### config.mk
export PLATFORM = sky130hd
export DESIGN_NAME = date_add_days_with_weekday_flat
export DESIGN_NICKNAME = d
export VERILOG_FILES = /design/src/rtl/core/dawd_pkg.sv /design/src/rtl/core/dawd_in_if.sv /design/src/rtl/core/dawd_out_if.sv /design/src/rtl/core/dawd_step.sv /design/src/rtl/core/date_add_days_with_weekday.sv /design/src/flat_wrapper.sv
export SDC_FILE = /design/constraint.sdc
export NUM_CORES = 1
export LEC_CHECK = 0
export BUFFER_PORTS_ARGS = -buffer_cell sky130_fd_sc_hd__buf_4
export CORE_AREA = 10 10 189 191
export DETAILED_ROUTE_END_ITERATION = 6
export DIE_AREA = 0 0 199 201
export HOLD_SLACK_MARGIN = 0.12
export PLACE_DENSITY = 0.77
export SYNTH_ARGS = -nofsm -noshare
export SYNTH_HDL_FRONTEND = slang
export SYNTH_HIERARCHICAL = 1
export SYNTH_SLANG_ARGS = --single-unit
### constraint.sdc
create_clock -name i_clk -period 9.1 [get_ports i_clk]
set_input_delay 0.455 -clock i_clk [delete_from_list [all_inputs] [get_ports i_clk]]
set_output_delay 0.455 -clock i_clk [all_outputs]
set_load 0.02 [all_outputs]
### src/rtl/core/dawd_pkg.sv
`default_nettype none
// ----------------------------------------------------------------------------
// dawd_pkg
// shared types, constants and calendar helpers for the date advance block
// ----------------------------------------------------------------------------
package dawd_pkg;

    localparam int ADD_WIDTH_DEF = 16;
    localparam int SERIAL_W      = 22;

    localparam logic [13:0] MAX_YEAR   = 14'd9999;
    localparam logic [3:0]  LAST_MONTH = 4'd12;
    localparam logic [4:0]  LAST_DAY   = 5'd31;
    localparam logic [6:0]  LAST_CENT  = 7'd99;

    // reciprocal of 100, exact for years below 43690
    localparam logic [12:0] RECIP_100     = 13'd5243;
    localparam int          RECIP_100_SHR = 19;

    localparam logic [8:0] YEAR_LEN      = 9'd365;
    localparam logic [8:0] LEAP_YEAR_LEN = 9'd366;
    localparam logic [4:0] FEB_LEAP_LEN  = 5'd29;

    localparam logic [4:0] MONTH_LEN [12] = '{
        5'd31, 5'd28, 5'd31, 5'd30, 5'd31, 5'd30,
        5'd31, 5'd31, 5'd30, 5'd31, 5'd30, 5'd31
    };

    // days before the first of each month in a common year
    localparam logic [8:0] CUM_DAYS [12] = '{
        9'd0,   9'd31,  9'd59,  9'd90,  9'd120, 9'd151,
        9'd181, 9'd212, 9'd243, 9'd273, 9'd304, 9'd334
    };

    // month and year with the year split as q100 * 100 + r100
    typedef struct packed {
        logic [3:0]  month;
        logic [13:0] year;
        logic [6:0]  r100;
        logic [6:0]  q100;
    } t_cal;

    typedef struct packed {
        logic adv;
        logic ovf;
    } t_step_ctl;

    function automatic logic is_leap(input logic [1:0] y_lo, input logic [6:0] r100,
                                     input logic [1:0] q_lo);
        return (y_lo == 2'd0) && ((r100 != 7'd0) || (q_lo == 2'd0));
    endfunction

    // 8 == 1 mod 7, so octal digits fold down
    function automatic logic [2:0] mod7(input logic [SERIAL_W-1:0] v);
        logic [23:0] x;
        logic [5:0]  s1;
        logic [3:0]  s2;
        logic [3:0]  s3;
        x  = 24'(v);
        s1 = 6'd0;
        for (int i = 0; i < 8; i++) begin
            s1 = s1 + 6'(x[3*i +: 3]);
        end
        s2 = 4'(s1[5:3]) + 4'(s1[2:0]);
        s3 = 4'(s2[3]) + 4'(s2[2:0]);
        return (s3 == 4'd7) ? 3'd0 : s3[2:0];
    endfunction

endpackage
`default_nettype wire

### src/rtl/core/dawd_in_if.sv
`default_nettype none
// ----------------------------------------------------------------------------
// dawd_in_if
// start date and day count channel
// ----------------------------------------------------------------------------
interface dawd_in_if #(
    parameter int ADD_WIDTH = dawd_pkg::ADD_WIDTH_DEF
) ();
    logic                 valid;
    logic                 ready;
    logic [4:0]           start_day;
    logic [3:0]           start_month;
    logic [13:0]          start_year;
    logic [ADD_WIDTH-1:0] add_days;

    modport source (output valid, output start_day, output start_month,
                    output start_year, output add_days, input ready);
    modport sink   (input valid, input start_day, input start_month,
                    input start_year, input add_days, output ready);
endinterface
`default_nettype wire

### src/rtl/core/dawd_out_if.sv
`default_nettype none
// ----------------------------------------------------------------------------
// dawd_out_if
// resulting date, weekday and overflow channel
// ----------------------------------------------------------------------------
interface dawd_out_if ();
    logic        valid;
    logic        ready;
    logic [4:0]  result_day;
    logic [3:0]  result_month;
    logic [13:0] result_year;
    logic [2:0]  weekday;
    logic        overflow;

    modport source (output valid, output result_day, output result_month,
                    output result_year, output weekday, output overflow, input ready);
    modport sink   (input valid, input result_day, input result_month,
                    input result_year, input weekday, input overflow, output ready);
endinterface
`default_nettype wire

### src/rtl/core/dawd_step.sv
`default_nettype none
// ----------------------------------------------------------------------------
// dawd_step
// one month or one whole year of date advance: compare, subtract, roll over
// ----------------------------------------------------------------------------
module dawd_step #(
    parameter int ADD_WIDTH = dawd_pkg::ADD_WIDTH_DEF
) (
    input  wire logic [ADD_WIDTH:0] i_day,
    input  wire dawd_pkg::t_cal     i_cal,
    output logic [ADD_WIDTH:0]      o_day,
    output dawd_pkg::t_cal          o_cal,
    output dawd_pkg::t_step_ctl     o_ctl
);
    localparam int DW = ADD_WIDTH + 1;

    logic          w_leap;
    logic [8:0]    w_ylen;
    logic [4:0]    w_dim;
    logic          w_year_skip;
    logic [DW-1:0] w_sub;
    logic [DW:0]   w_diff;
    logic          w_adv;
    logic          w_inc_year;

    always_comb begin
        w_leap = dawd_pkg::is_leap(i_cal.year[1:0], i_cal.r100, i_cal.q100[1:0]);
        w_ylen = w_leap ? dawd_pkg::LEAP_YEAR_LEN : dawd_pkg::YEAR_LEN;
        if ((i_cal.month == 4'd2) && w_leap) begin
            w_dim = dawd_pkg::FEB_LEAP_LEN;
        end else begin
            w_dim = dawd_pkg::MONTH_LEN[i_cal.month - 4'd1];
        end
        // from january a whole year goes at once when it fits
        w_year_skip = (i_cal.month == 4'd1) && (i_day > DW'(w_ylen));
        w_sub       = w_year_skip ? DW'(w_ylen) : DW'(w_dim);
        w_diff      = {1'b0, i_day} - {1'b0, w_sub};
        w_adv       = !w_diff[DW] && (w_diff[DW-1:0] != '0);
        w_inc_year  = w_year_skip || (i_cal.month == dawd_pkg::LAST_MONTH);
    end

    always_comb begin
        o_day = w_diff[DW-1:0];
        o_cal = i_cal;
        if (w_year_skip) begin
            o_cal.month = 4'd1;
        end else if (i_cal.month == dawd_pkg::LAST_MONTH) begin
            o_cal.month = 4'd1;
        end else begin
            o_cal.month = i_cal.month + 4'd1;
        end
        if (w_inc_year) begin
            o_cal.year = i_cal.year + 14'd1;
            if (i_cal.r100 == dawd_pkg::LAST_CENT) begin
                o_cal.r100 = 7'd0;
                o_cal.q100 = i_cal.q100 + 7'd1;
            end else begin
                o_cal.r100 = i_cal.r100 + 7'd1;
            end
        end
        o_ctl.adv = w_adv;
        o_ctl.ovf = w_adv && w_inc_year && (i_cal.year == dawd_pkg::MAX_YEAR);
    end

endmodule
`default_nettype wire

### src/rtl/core/date_add_days_with_weekday.sv
`default_nettype none
// ----------------------------------------------------------------------------
// date_add_days_with_weekday
// gregorian date advance by a day count, with weekday and year saturation
// ----------------------------------------------------------------------------
// usage
//   i_in carries start_day, start_month, start_year and add_days; a transfer
//   happens when valid and ready are both high. o_out carries result_day,
//   result_month, result_year, weekday (0 sunday) and overflow.
//   out-of-range start fields are clamped; a start day beyond the month
//   length rolls forward like added days.
//   after the input transfer the sequencer splits the year (init1, init2),
//   then makes step-unit passes in the run state: one per month, or one per
//   whole year when the date stands in january, bounded by the year 9999
//   limit; it then works out the weekday (wk1, wk2, wk3) and waits in hold.
//   the shared compare/subtract step unit makes every one of those passes.
//   one item is in work at a time; i_in.ready is high only while idle.
//   the result sits in an output register, so a new item is taken while a
//   finished result still waits; if the receiver stalls, the next result
//   holds in the sequencer until the output register frees.
//   reset (synchronous, active low) empties the output register and returns
//   the sequencer to idle; no clearing pass is needed.
// ----------------------------------------------------------------------------
module date_add_days_with_weekday #(
    parameter int ADD_WIDTH = dawd_pkg::ADD_WIDTH_DEF
) (
    input  wire logic  i_clk,
    input  wire logic  i_rst_n,
    dawd_in_if.sink    i_in,
    dawd_out_if.source o_out
);
    localparam int DW = ADD_WIDTH + 1;
    localparam int SW = dawd_pkg::SERIAL_W;

    // sequencer codes
    localparam logic [2:0] ST_IDLE  = 3'd0;
    localparam logic [2:0] ST_INIT1 = 3'd1;
    localparam logic [2:0] ST_INIT2 = 3'd2;
    localparam logic [2:0] ST_RUN   = 3'd3;
    localparam logic [2:0] ST_WK1   = 3'd4;
    localparam logic [2:0] ST_WK2   = 3'd5;
    localparam logic [2:0] ST_WK3   = 3'd6;
    localparam logic [2:0] ST_HOLD  = 3'd7;

    logic [2:0]     r_state;
    logic [2:0]     n_state;
    logic [DW-1:0]  r_day;
    dawd_pkg::t_cal r_cal;
    logic           r_ovf;
    logic [SW-1:0]  r_acc;
    logic [2:0]     r_wk;

    logic        r_out_valid;
    logic [4:0]  r_out_day;
    logic [3:0]  r_out_month;
    logic [13:0] r_out_year;
    logic [2:0]  r_out_wk;
    logic        r_out_ovf;

    logic w_in_xfer;
    logic w_out_free;

    // clamped start fields
    logic [4:0]  w_s_day;
    logic [3:0]  w_s_month;
    logic [13:0] w_s_year;

    // step unit
    logic [DW-1:0]       w_n_day;
    dawd_pkg::t_cal      w_n_cal;
    dawd_pkg::t_step_ctl w_ctl;

    // year split and weekday terms
    logic [26:0] w_q_prod;
    logic [13:0] w_r_full;
    logic [13:0] w_p;
    logic [22:0] w_p365;
    logic [6:0]  w_p100;
    logic        w_leap;
    logic [SW-1:0] w_serial;

    assign w_in_xfer  = i_in.valid && i_in.ready;
    assign w_out_free = !r_out_valid || o_out.ready;
    assign i_in.ready = (r_state == ST_IDLE);

    always_comb begin
        w_s_day   = (i_in.start_day == 5'd0) ? 5'd1 : i_in.start_day;
        w_s_month = i_in.start_month;
        if (i_in.start_month == 4'd0) begin
            w_s_month = 4'd1;
        end else if (i_in.start_month > dawd_pkg::LAST_MONTH) begin
            w_s_month = dawd_pkg::LAST_MONTH;
        end
        w_s_year = i_in.start_year;
        if (i_in.start_year == 14'd0) begin
            w_s_year = 14'd1;
        end else if (i_in.start_year > dawd_pkg::MAX_YEAR) begin
            w_s_year = dawd_pkg::MAX_YEAR;
        end
    end

    dawd_step #(
        .ADD_WIDTH (ADD_WIDTH)
    ) u_step (
        .i_day (r_day),
        .i_cal (r_cal),
        .o_day (w_n_day),
        .o_cal (w_n_cal),
        .o_ctl (w_ctl)
    );

    // year / 100 by reciprocal, remainder by one constant product
    assign w_q_prod = {13'd0, r_cal.year} * {14'd0, dawd_pkg::RECIP_100};
    assign w_r_full = r_cal.year - (14'(r_cal.q100) * 14'd100);

    // serial day count of the result, 1 jan of year 1 being day 1
    assign w_p    = r_cal.year - 14'd1;
    assign w_p365 = {9'd0, w_p} * {14'd0, dawd_pkg::YEAR_LEN};
    assign w_p100 = (r_cal.r100 == 7'd0) ? (r_cal.q100 - 7'd1) : r_cal.q100;
    assign w_leap = dawd_pkg::is_leap(r_cal.year[1:0], r_cal.r100, r_cal.q100[1:0]);
    assign w_serial = w_p365[SW-1:0] + SW'(w_p[13:2]) + SW'(r_day[4:0])
                    + SW'(dawd_pkg::CUM_DAYS[r_cal.month - 4'd1])
                    + SW'(w_leap && (r_cal.month > 4'd2));

    always_comb begin
        n_state = r_state;
        unique case (r_state)
            ST_IDLE:  if (w_in_xfer) n_state = ST_INIT1;
            ST_INIT1: n_state = ST_INIT2;
            ST_INIT2: n_state = ST_RUN;
            ST_RUN:   if (w_ctl.ovf || !w_ctl.adv) n_state = ST_WK1;
            ST_WK1:   n_state = ST_WK2;
            ST_WK2:   n_state = ST_WK3;
            ST_WK3:   n_state = ST_HOLD;
            ST_HOLD:  if (w_out_free) n_state = ST_IDLE;
            default:  n_state = ST_IDLE;
        endcase
    end

    always_ff @(posedge i_clk) begin
        if (!i_rst_n) begin
            r_state <= ST_IDLE;
        end else begin
            r_state <= n_state;
        end
    end

    // datapath registers
    always_ff @(posedge i_clk) begin
        unique case (r_state)
            ST_IDLE: begin
                if (w_in_xfer) begin
                    r_day       <= DW'(w_s_day) + DW'(i_in.add_days);
                    r_cal.month <= w_s_month;
                    r_cal.year  <= w_s_year;
                    r_ovf       <= 1'b0;
                end
            end
            ST_INIT1: begin
                r_cal.q100 <= w_q_prod[dawd_pkg::RECIP_100_SHR +: 7];
            end
            ST_INIT2: begin
                r_cal.r100 <= w_r_full[6:0];
            end
            ST_RUN: begin
                if (w_ctl.ovf) begin
                    // saturate to the last day of the last year
                    r_day       <= DW'(dawd_pkg::LAST_DAY);
                    r_cal.month <= dawd_pkg::LAST_MONTH;
                    r_cal.year  <= dawd_pkg::MAX_YEAR;
                    r_cal.r100  <= dawd_pkg::LAST_CENT;
                    r_cal.q100  <= dawd_pkg::LAST_CENT;
                    r_ovf       <= 1'b1;
                end else if (w_ctl.adv) begin
                    r_day <= w_n_day;
                    r_cal <= w_n_cal;
                end
            end
            ST_WK1: begin
                r_acc <= w_serial;
            end
            ST_WK2: begin
                r_acc <= r_acc - SW'(w_p100) + SW'(w_p100[6:2]);
            end
            ST_WK3: begin
                r_wk <= dawd_pkg::mod7(r_acc);
            end
            ST_HOLD: begin
            end
            default: begin
            end
        endcase
    end

    // output register
    always_ff @(posedge i_clk) begin
        if (!i_rst_n) begin
            r_out_valid <= 1'b0;
        end else if ((r_state == ST_HOLD) && w_out_free) begin
            r_out_valid <= 1'b1;
        end else if (o_out.ready) begin
            r_out_valid <= 1'b0;
        end
    end

    always_ff @(posedge i_clk) begin
        if ((r_state == ST_HOLD) && w_out_free) begin
            r_out_day   <= r_day[4:0];
            r_out_month <= r_cal.month;
            r_out_year  <= r_cal.year;
            r_out_wk    <= r_wk;
            r_out_ovf   <= r_ovf;
        end
    end

    assign o_out.valid        = r_out_valid;
    assign o_out.result_day   = r_out_day;
    assign o_out.result_month = r_out_month;
    assign o_out.result_year  = r_out_year;
    assign o_out.weekday      = r_out_wk;
    assign o_out.overflow     = r_out_ovf;

    // a transfer in always starts the year split
    a_accept_starts : assert property (@(posedge i_clk) disable iff (!i_rst_n)
        w_in_xfer |=> (r_state == ST_INIT1))
        else $error("input transfer did not start the sequencer");

    // the year split stays consistent while stepping
    a_year_split : assert property (@(posedge i_clk) disable iff (!i_rst_n)
        (r_state == ST_RUN) |->
        (r_cal.year == (14'(r_cal.q100) * 14'd100) + 14'(r_cal.r100)))
        else $error("year split out of step with year");

    // an overflowed result is the saturated date
    a_ovf_saturates : assert property (@(posedge i_clk) disable iff (!i_rst_n)
        (r_out_valid && r_out_ovf) |->
        ((r_out_year == dawd_pkg::MAX_YEAR) && (r_out_month == dawd_pkg::LAST_MONTH)
         && (r_out_day == dawd_pkg::LAST_DAY)))
        else $error("overflow result is not saturated");

    // a finished result reaches the output once the register frees
    a_hold_drains : assert property (@(posedge i_clk) disable iff (!i_rst_n)
        ((r_state == ST_HOLD) && w_out_free) |=> (r_out_valid && (r_state == ST_IDLE)))
        else $error("finished result not moved to the output register");

    // a result in work stays in the sequencer while the output stalls
    a_hold_waits : assert property (@(posedge i_clk) disable iff (!i_rst_n)
        ((r_state == ST_HOLD) && !w_out_free) |=> (r_state == ST_HOLD))
        else $error("result left the sequencer during an output stall");

endmodule
`default_nettype wire
### src/flat_wrapper.sv
// flat-port wrapper written by rule: the top's interface ports become plain ports
module date_add_days_with_weekday_flat 
#(
    parameter int ADD_WIDTH = dawd_pkg::ADD_WIDTH_DEF
)
  (i_clk, i_rst_n, i_in_valid, i_in_start_day, i_in_start_month, i_in_start_year, i_in_add_days, i_in_ready, o_out_valid, o_out_result_day, o_out_result_month, o_out_result_year, o_out_weekday, o_out_overflow, o_out_ready);
  dawd_in_if #(.ADD_WIDTH(ADD_WIDTH)) i_in_i ();
  dawd_out_if o_out_i ();
  input  wire logic i_clk;
  input  wire logic i_rst_n;
  input wire logic [$bits(i_in_i.valid)-1:0] i_in_valid;
  input wire logic [$bits(i_in_i.start_day)-1:0] i_in_start_day;
  input wire logic [$bits(i_in_i.start_month)-1:0] i_in_start_month;
  input wire logic [$bits(i_in_i.start_year)-1:0] i_in_start_year;
  input wire logic [$bits(i_in_i.add_days)-1:0] i_in_add_days;
  output wire logic [$bits(i_in_i.ready)-1:0] i_in_ready;
  output wire logic [$bits(o_out_i.valid)-1:0] o_out_valid;
  output wire logic [$bits(o_out_i.result_day)-1:0] o_out_result_day;
  output wire logic [$bits(o_out_i.result_month)-1:0] o_out_result_month;
  output wire logic [$bits(o_out_i.result_year)-1:0] o_out_result_year;
  output wire logic [$bits(o_out_i.weekday)-1:0] o_out_weekday;
  output wire logic [$bits(o_out_i.overflow)-1:0] o_out_overflow;
  input wire logic [$bits(o_out_i.ready)-1:0] o_out_ready;
  assign i_in_i.valid = i_in_valid;
  assign i_in_i.start_day = i_in_start_day;
  assign i_in_i.start_month = i_in_start_month;
  assign i_in_i.start_year = i_in_start_year;
  assign i_in_i.add_days = i_in_add_days;
  assign i_in_ready = i_in_i.ready;
  assign o_out_valid = o_out_i.valid;
  assign o_out_result_day = o_out_i.result_day;
  assign o_out_result_month = o_out_i.result_month;
  assign o_out_result_year = o_out_i.result_year;
  assign o_out_weekday = o_out_i.weekday;
  assign o_out_overflow = o_out_i.overflow;
  assign o_out_i.ready = o_out_ready;
  date_add_days_with_weekday #(.ADD_WIDTH(ADD_WIDTH)) u_core (.i_clk(i_clk), .i_rst_n(i_rst_n), .i_in(i_in_i), .o_out(o_out_i));
endmodule
After elaboration in Yosys (flattened, before gate mapping)
Memory sizes are Yosys's and may differ from the RTL's.
Cells that the tools add are included.

cells by class
  add/sub/neg operators = 25
  multiply operators = 3
  order comparisons = 5
  eq/ne operators = 20
  mux-type cells = 38
  bitwise logic cells = 1
  reductions and logical operators = 36

operators by type and width
  operator                                              number
  2-to-1 mux 32 bit                                     2
  2-to-1 mux 17 bit                                     3
  adder 22 x 5 -> 22 bit                                2
  case mux 22 bit (2 select lines)                      1
  case mux 18 bit (2 select lines)                      1
  case mux 17 bit (2 select lines)                      1
  adder 6 x 3 -> 6 bit                                  5
  2-to-1 mux 14 bit                                     2
  2-to-1 mux 28 bit                                     1
  case mux 7 bit (2 select lines)                       2
  2-to-1 mux 9 bit                                      3
  multiplier 14 x 13 -> 26 bit (second input constant)  1
  case mux 3 bit (8 select lines)                       1
  adder 22 x 1 -> 22 bit                                1
  adder 22 x 12 -> 22 bit                               1
  adder 22 x 9 -> 22 bit                                1
  multiplier 14 x 9 -> 22 bit (second input constant)   1
  subtractor 22 x 7 -> 22 bit                           1
  2-to-1 mux 7 bit                                      3
  2-to-1 mux 5 bit                                      4
  2-to-1 mux 18 bit                                     1
  subtractor 17 x 9 -> 18 bit                           1
  adder 5 x 16 -> 17 bit                                1
  > comparator 17 x 9 -> 1 bit                          1
  other kinds (47)                                      87

word-level totals
  bits in registers = 106
  memory bits (read-only) = 224
  bits of input ports = 43
  memories kept = 2

memory list
  memory           depth  width  rd ports  clocked after Yosys merged registers in  write ports  RTL line                           RTL
  (no name shown)  16     9      1         0                                        0            date_add_days_with_weekday.sv:122  + SW'(dawd_pkg::CUM_DAYS[r_cal.month - 4'd1])
  (no name shown)  16     5      1         0                                        0            dawd_step.sv:32                    w_dim = dawd_pkg::MONTH_LEN[i_cal.month - 4'd1];

Longest topological paths before layout
  depth in word-level cells = 15
  mapped depth = 28

Hierarchy
The synthesis kept the hierarchy.

modules (own cells, without submodules)
  module                      times used  cells an instance  area each (µm²)
  date_add_days_with_weekday  1           1422               14109.8
  dawd_step                   1           242                1639.1

Worst setup path after synthesis
OpenSTA, ideal clock, no wires.

  path type = register -> register
  start point = register u_core/r_cal[17] in the netlist's numbering
  end point = register u_core.r_acc[21], data pin
  setup time = 261 ps
  arrival time = 6026 ps
  required time = 8839 ps
  setup slack = 2813 ps
  stages on the path, launching flop included = 27
  buffers on the path = 0
  period minus slack after synthesis = 6287 ps
  path through = edfxtp_1 > inv_1 > ha_1 > inv_1 > o21ai_0 > nand2_1 > nand2_1 > a21bo_2 > nand2_1 > nand2_1 > xnor2_1 > ha_1 > inv_1 > fa_1 > inv_1 > fa_1 > fa_1 > inv_1 > fa_1 > inv_1 > ha_1 > and4_1 > a21oi_2 > o211ai_2 > a41oi_1 > nor4b_1 > o32a_1

between the ends
  word-level cells in the longest chain between the ends = 7

ends and longest elaborated chain
  what                                  RTL line                           RTL
  start, declared                       date_add_days_with_weekday.sv:48   dawd_pkg::t_cal r_cal;
  start signal, assigned                date_add_days_with_weekday.sv:176  r_cal <= w_n_cal;
  subtractor 14 x 1 -> 14 bit (*)       date_add_days_with_weekday.sv:117  assign w_p = r_cal.year - 14'd1;
  multiplier 14 x 9 -> 22 bit           date_add_days_with_weekday.sv:118  assign w_p365 = {9'd0, w_p} * {14'd0, dawd_pkg::YEAR_LEN};
  adder 22 x 12 -> 22 bit (*)           date_add_days_with_weekday.sv:121  assign w_serial = w_p365[SW-1:0] + SW'(w_p[13:2]) + SW'(r_day[4:0])
  adder 22 x 5 -> 22 bit (*)            date_add_days_with_weekday.sv:121
  adder 22 x 9 -> 22 bit (*)            date_add_days_with_weekday.sv:122
  adder 22 x 1 -> 22 bit (*)            date_add_days_with_weekday.sv:123  + SW'(w_leap && (r_cal.month > 4'd2));
  case mux 22 bit (2 select lines) (*)  date_add_days_with_weekday.sv:150  unique case (r_state)
  end signal, assigned                  date_add_days_with_weekday.sv:180  r_acc <= w_serial;
  end signal, assigned                  date_add_days_with_weekday.sv:183  r_acc <= r_acc - SW'(w_p100) + SW'(w_p100[6:2]);
  end, declared                         date_add_days_with_weekday.sv:50   logic [SW-1:0] r_acc;

Every way passes the cells marked *; elsewhere a longest branch is shown, timed or not.
A chain may end at the register's enable or synchronous reset.

Worst setup path after layout
  start point = register u_core/r_cal[16] in the netlist's numbering
  end point = register u_core.r_acc[21], data pin

The elaborated chain is that of the path after synthesis.

==> impl_metrics.toml <==
[setup_path]
worst-path-buf-inv = 6
crit_start = "u_core/r_cal[16]"
r2r_setup_slack_ns = 2.12
worst_ep_required_time_ns = 9.21
reg2reg_to = "u_core/r_acc[21]"
critical_path_arrival_ns = 7.10
worstSetupEndpoint = "u_core/r_acc[21]"
cp_max_fo = 17
cp.depth = 26
crit_path_end_kind = "flop"
reg2reg_from = "u_core/r_cal[16]"
cp_slowest_cell = "edfxtp_1"
crit_type = "flop to flop"
crit_path_frequent_cell = "inv_1"
worst_r2r_path_depth = 26
cp-start-kind = "flop"
cp_top_family = "adder cells"
slowest_delay_ns = 0.74

[logic_synthesis]
yosys.area.top_type_share_pct = 20.58
synth_flop_cell = "edfxtp_1"
yosysTopAreaCell = "ha_1"
syn_nets = 2118
avgSynthCellArea_um2 = 9.464
ys_warn_count = 6
synthArstFlopShare_pct = 0
yosysSeqAreaShare_pct = 19.96
synth_cell_types = 91
yosysMostFrequentCell = "inv_1"
yosys-top-cells-area = "ha_1, edfxtp_1, fa_1"
synth_cells = 1664
synth_commonest_cells = "inv_1, ha_1, fa_1"
syn-cell-area_um2 = 15750
synth_edf_count = 102
synth-seq-cells = 106

[global_routing]
antenna_found_initial = 0
grt_overflow = 0
grt_pass1_wl_um = 60600
grt_pass1_vias = 12250
gr-usage-all-layers_pct = 18.55
grt_max_degree = 61

[status]
status = "completed"

[sta]
fin_crit_ns = 6.982
finalSetupViolations = 0
setup_ws_ns = 2.118
rsz0062_at_grt = "no"
tightestPinTransition_ns = 1.159
min_period_over_period_pct = 76.72
slew_violations = 0
tns_ns = 0
finalClockSkew_ns = 0.01941
timing.fmax_ghz = 0.1432
relSlewSlack_pct = 22.36
finalHoldViolCount = 0

[detailed_routing]
vias = 11690
met2WireLength_um = 18200
met1Wirelength_um = 15520
ant_nets = 0
drt_first_pass_iters = 5
vias_per_cell = 5.483
top_layer_used = "met4"
wl_um = 36480
met3_length_um = 2135
routedWlPerCell_um = 17.11
drc = 0
drtIter0Drc = 706

[clocking]
clk_latency_ns = 0.37
clkTransAtPathRegs_ns = 0.08
cts_tree = "built"
postCtsHoldBufs = 0
cts-htree-levels = 3
cts.repair.resized = 0
postCtsSetupRepairBufs = 0
cts.path.max_buffers = 2
cts_buffers = 9
clockRootBuffer = "clkbuf_16"
clock_sinks = 106

[flow_run]
drv_cap = 0

[placed_design]
pre_cts_ws_ns = 2.152
gp_congestion = 0.9083
hpwl_um = 29990
portBuffers = 71

[min_path]
hold_path_depth = 2
hold_start = "i_rst_n"
hp-class = "input pin to flop"

[floorplanning]
fp.coreArea_um2 = 32040
initial_core_util_pct = 49.15
die-area_um2 = 40000
die_width_um = 199
dieHeight_um = 201
row_count = 66
ioPinCount = 72

[final_layout]
fillers = 2861
seqCellArea_um2 = 3143
drive_gt1_share_pct = 7.425
syn_to_final_growth_pct = 7.817
nets = 2173
multiInputGateArea_um2 = 11160
diodes = 0
-- layout make-up --
class / instances / area share (%)
inverters: 350 / 7.737
clock buffers: 11 / 1.371
multi-input cells: 1175 / 65.71
well taps: 408 / 3.006
clock inverters: 5 / 0.2653
repair buffers: 77 / 3.404
flip-flops and latches: 106 / 18.51
-- metrics by stage --
step	instance area [um^2]	instances	util (%)	hold slack, ns
floorplan	15750	1664	-	0.4003
global placement	16700	2116	52.13	0.4026
detailed placement	16700	2116	52.13	0.4045
CTS	16980	2132	53.00	0.3264
global route	16980	2132	53.00	0.3428
finish	16980	2132	53.00	0.3346
-- cell families after synthesis --
| group | count (synthesis) | share of synthesized area (%) |
|---|---|---|
| adder cells (fa/ha/maj) | 411 | 39.90 |
| flip-flops | 106 | 19.96 |
| AND/OR/NAND/NOR | 342 | 11.13 |
| XOR/XNOR | 133 | 7.444 |
| multiplexers | 11 | 0.7865 |
| buffers and inverters | 383 | 9.287 |
| AO/OA/AOI/OAI | 278 | 11.50 |
-- per-layer routing --
layer	GRT usage, %	vias to the layer above
met3	3.269	40
met1	23.23	5683
met5	0	-
met4	4.143	0
li1	-	5664
met2	32.32	302
-- worst min-delay path by stage --
| stage | endpoint | slack, ns |
|---|---|---|
| finish | u_core/o_out.valid | 0.33 |
| global route | u_core/o_out.valid | 0.34 |
| CTS | u_core/o_out.valid | 0.33 |
| detailed placement | u_core/o_out.weekday[2] | 0.40 |
| global placement | u_core/o_out.weekday[1] | 0.40 |
| floorplan | u_core/o_out.overflow | 0.40 |
-- registers in the layout (all words and copies together), names as in the netlist, 3 cells and up --
signal / cells
u_core/r_day: 17
u_core/r_cal: 32
u_core/o_out.result_day: 5
u_core/r_wk: 3
u_core/r_state: 3
u_core/o_out.result_year: 14
u_core/o_out.result_month: 4
u_core/o_out.weekday: 3
u_core/r_acc: 22
-- layout by cell type, fill, tap and decap left out, types with 7 or more instances in the layout --
master,count
a21o_1,20
a21oi_1,63
a22o_1,8
and2_1,8
and3_1,11
buf_4,77
clkbuf_16,9
edfxtp_1,102
fa_1,152
ha_1,259
inv_1,350
mux2_2,7
nand2_1,85
nand2b_1,7
nand3_1,34
nand3b_1,20
nand4_1,20
nor2_1,76
nor2b_1,13
nor3_1,27
nor4_1,9
o21ai_0,97
o21ai_1,10
xnor2_1,85
xor2_1,47
Power is not shown: default switching activity piles up to over one toggle a cycle in this logic, so the estimate is an artifact.
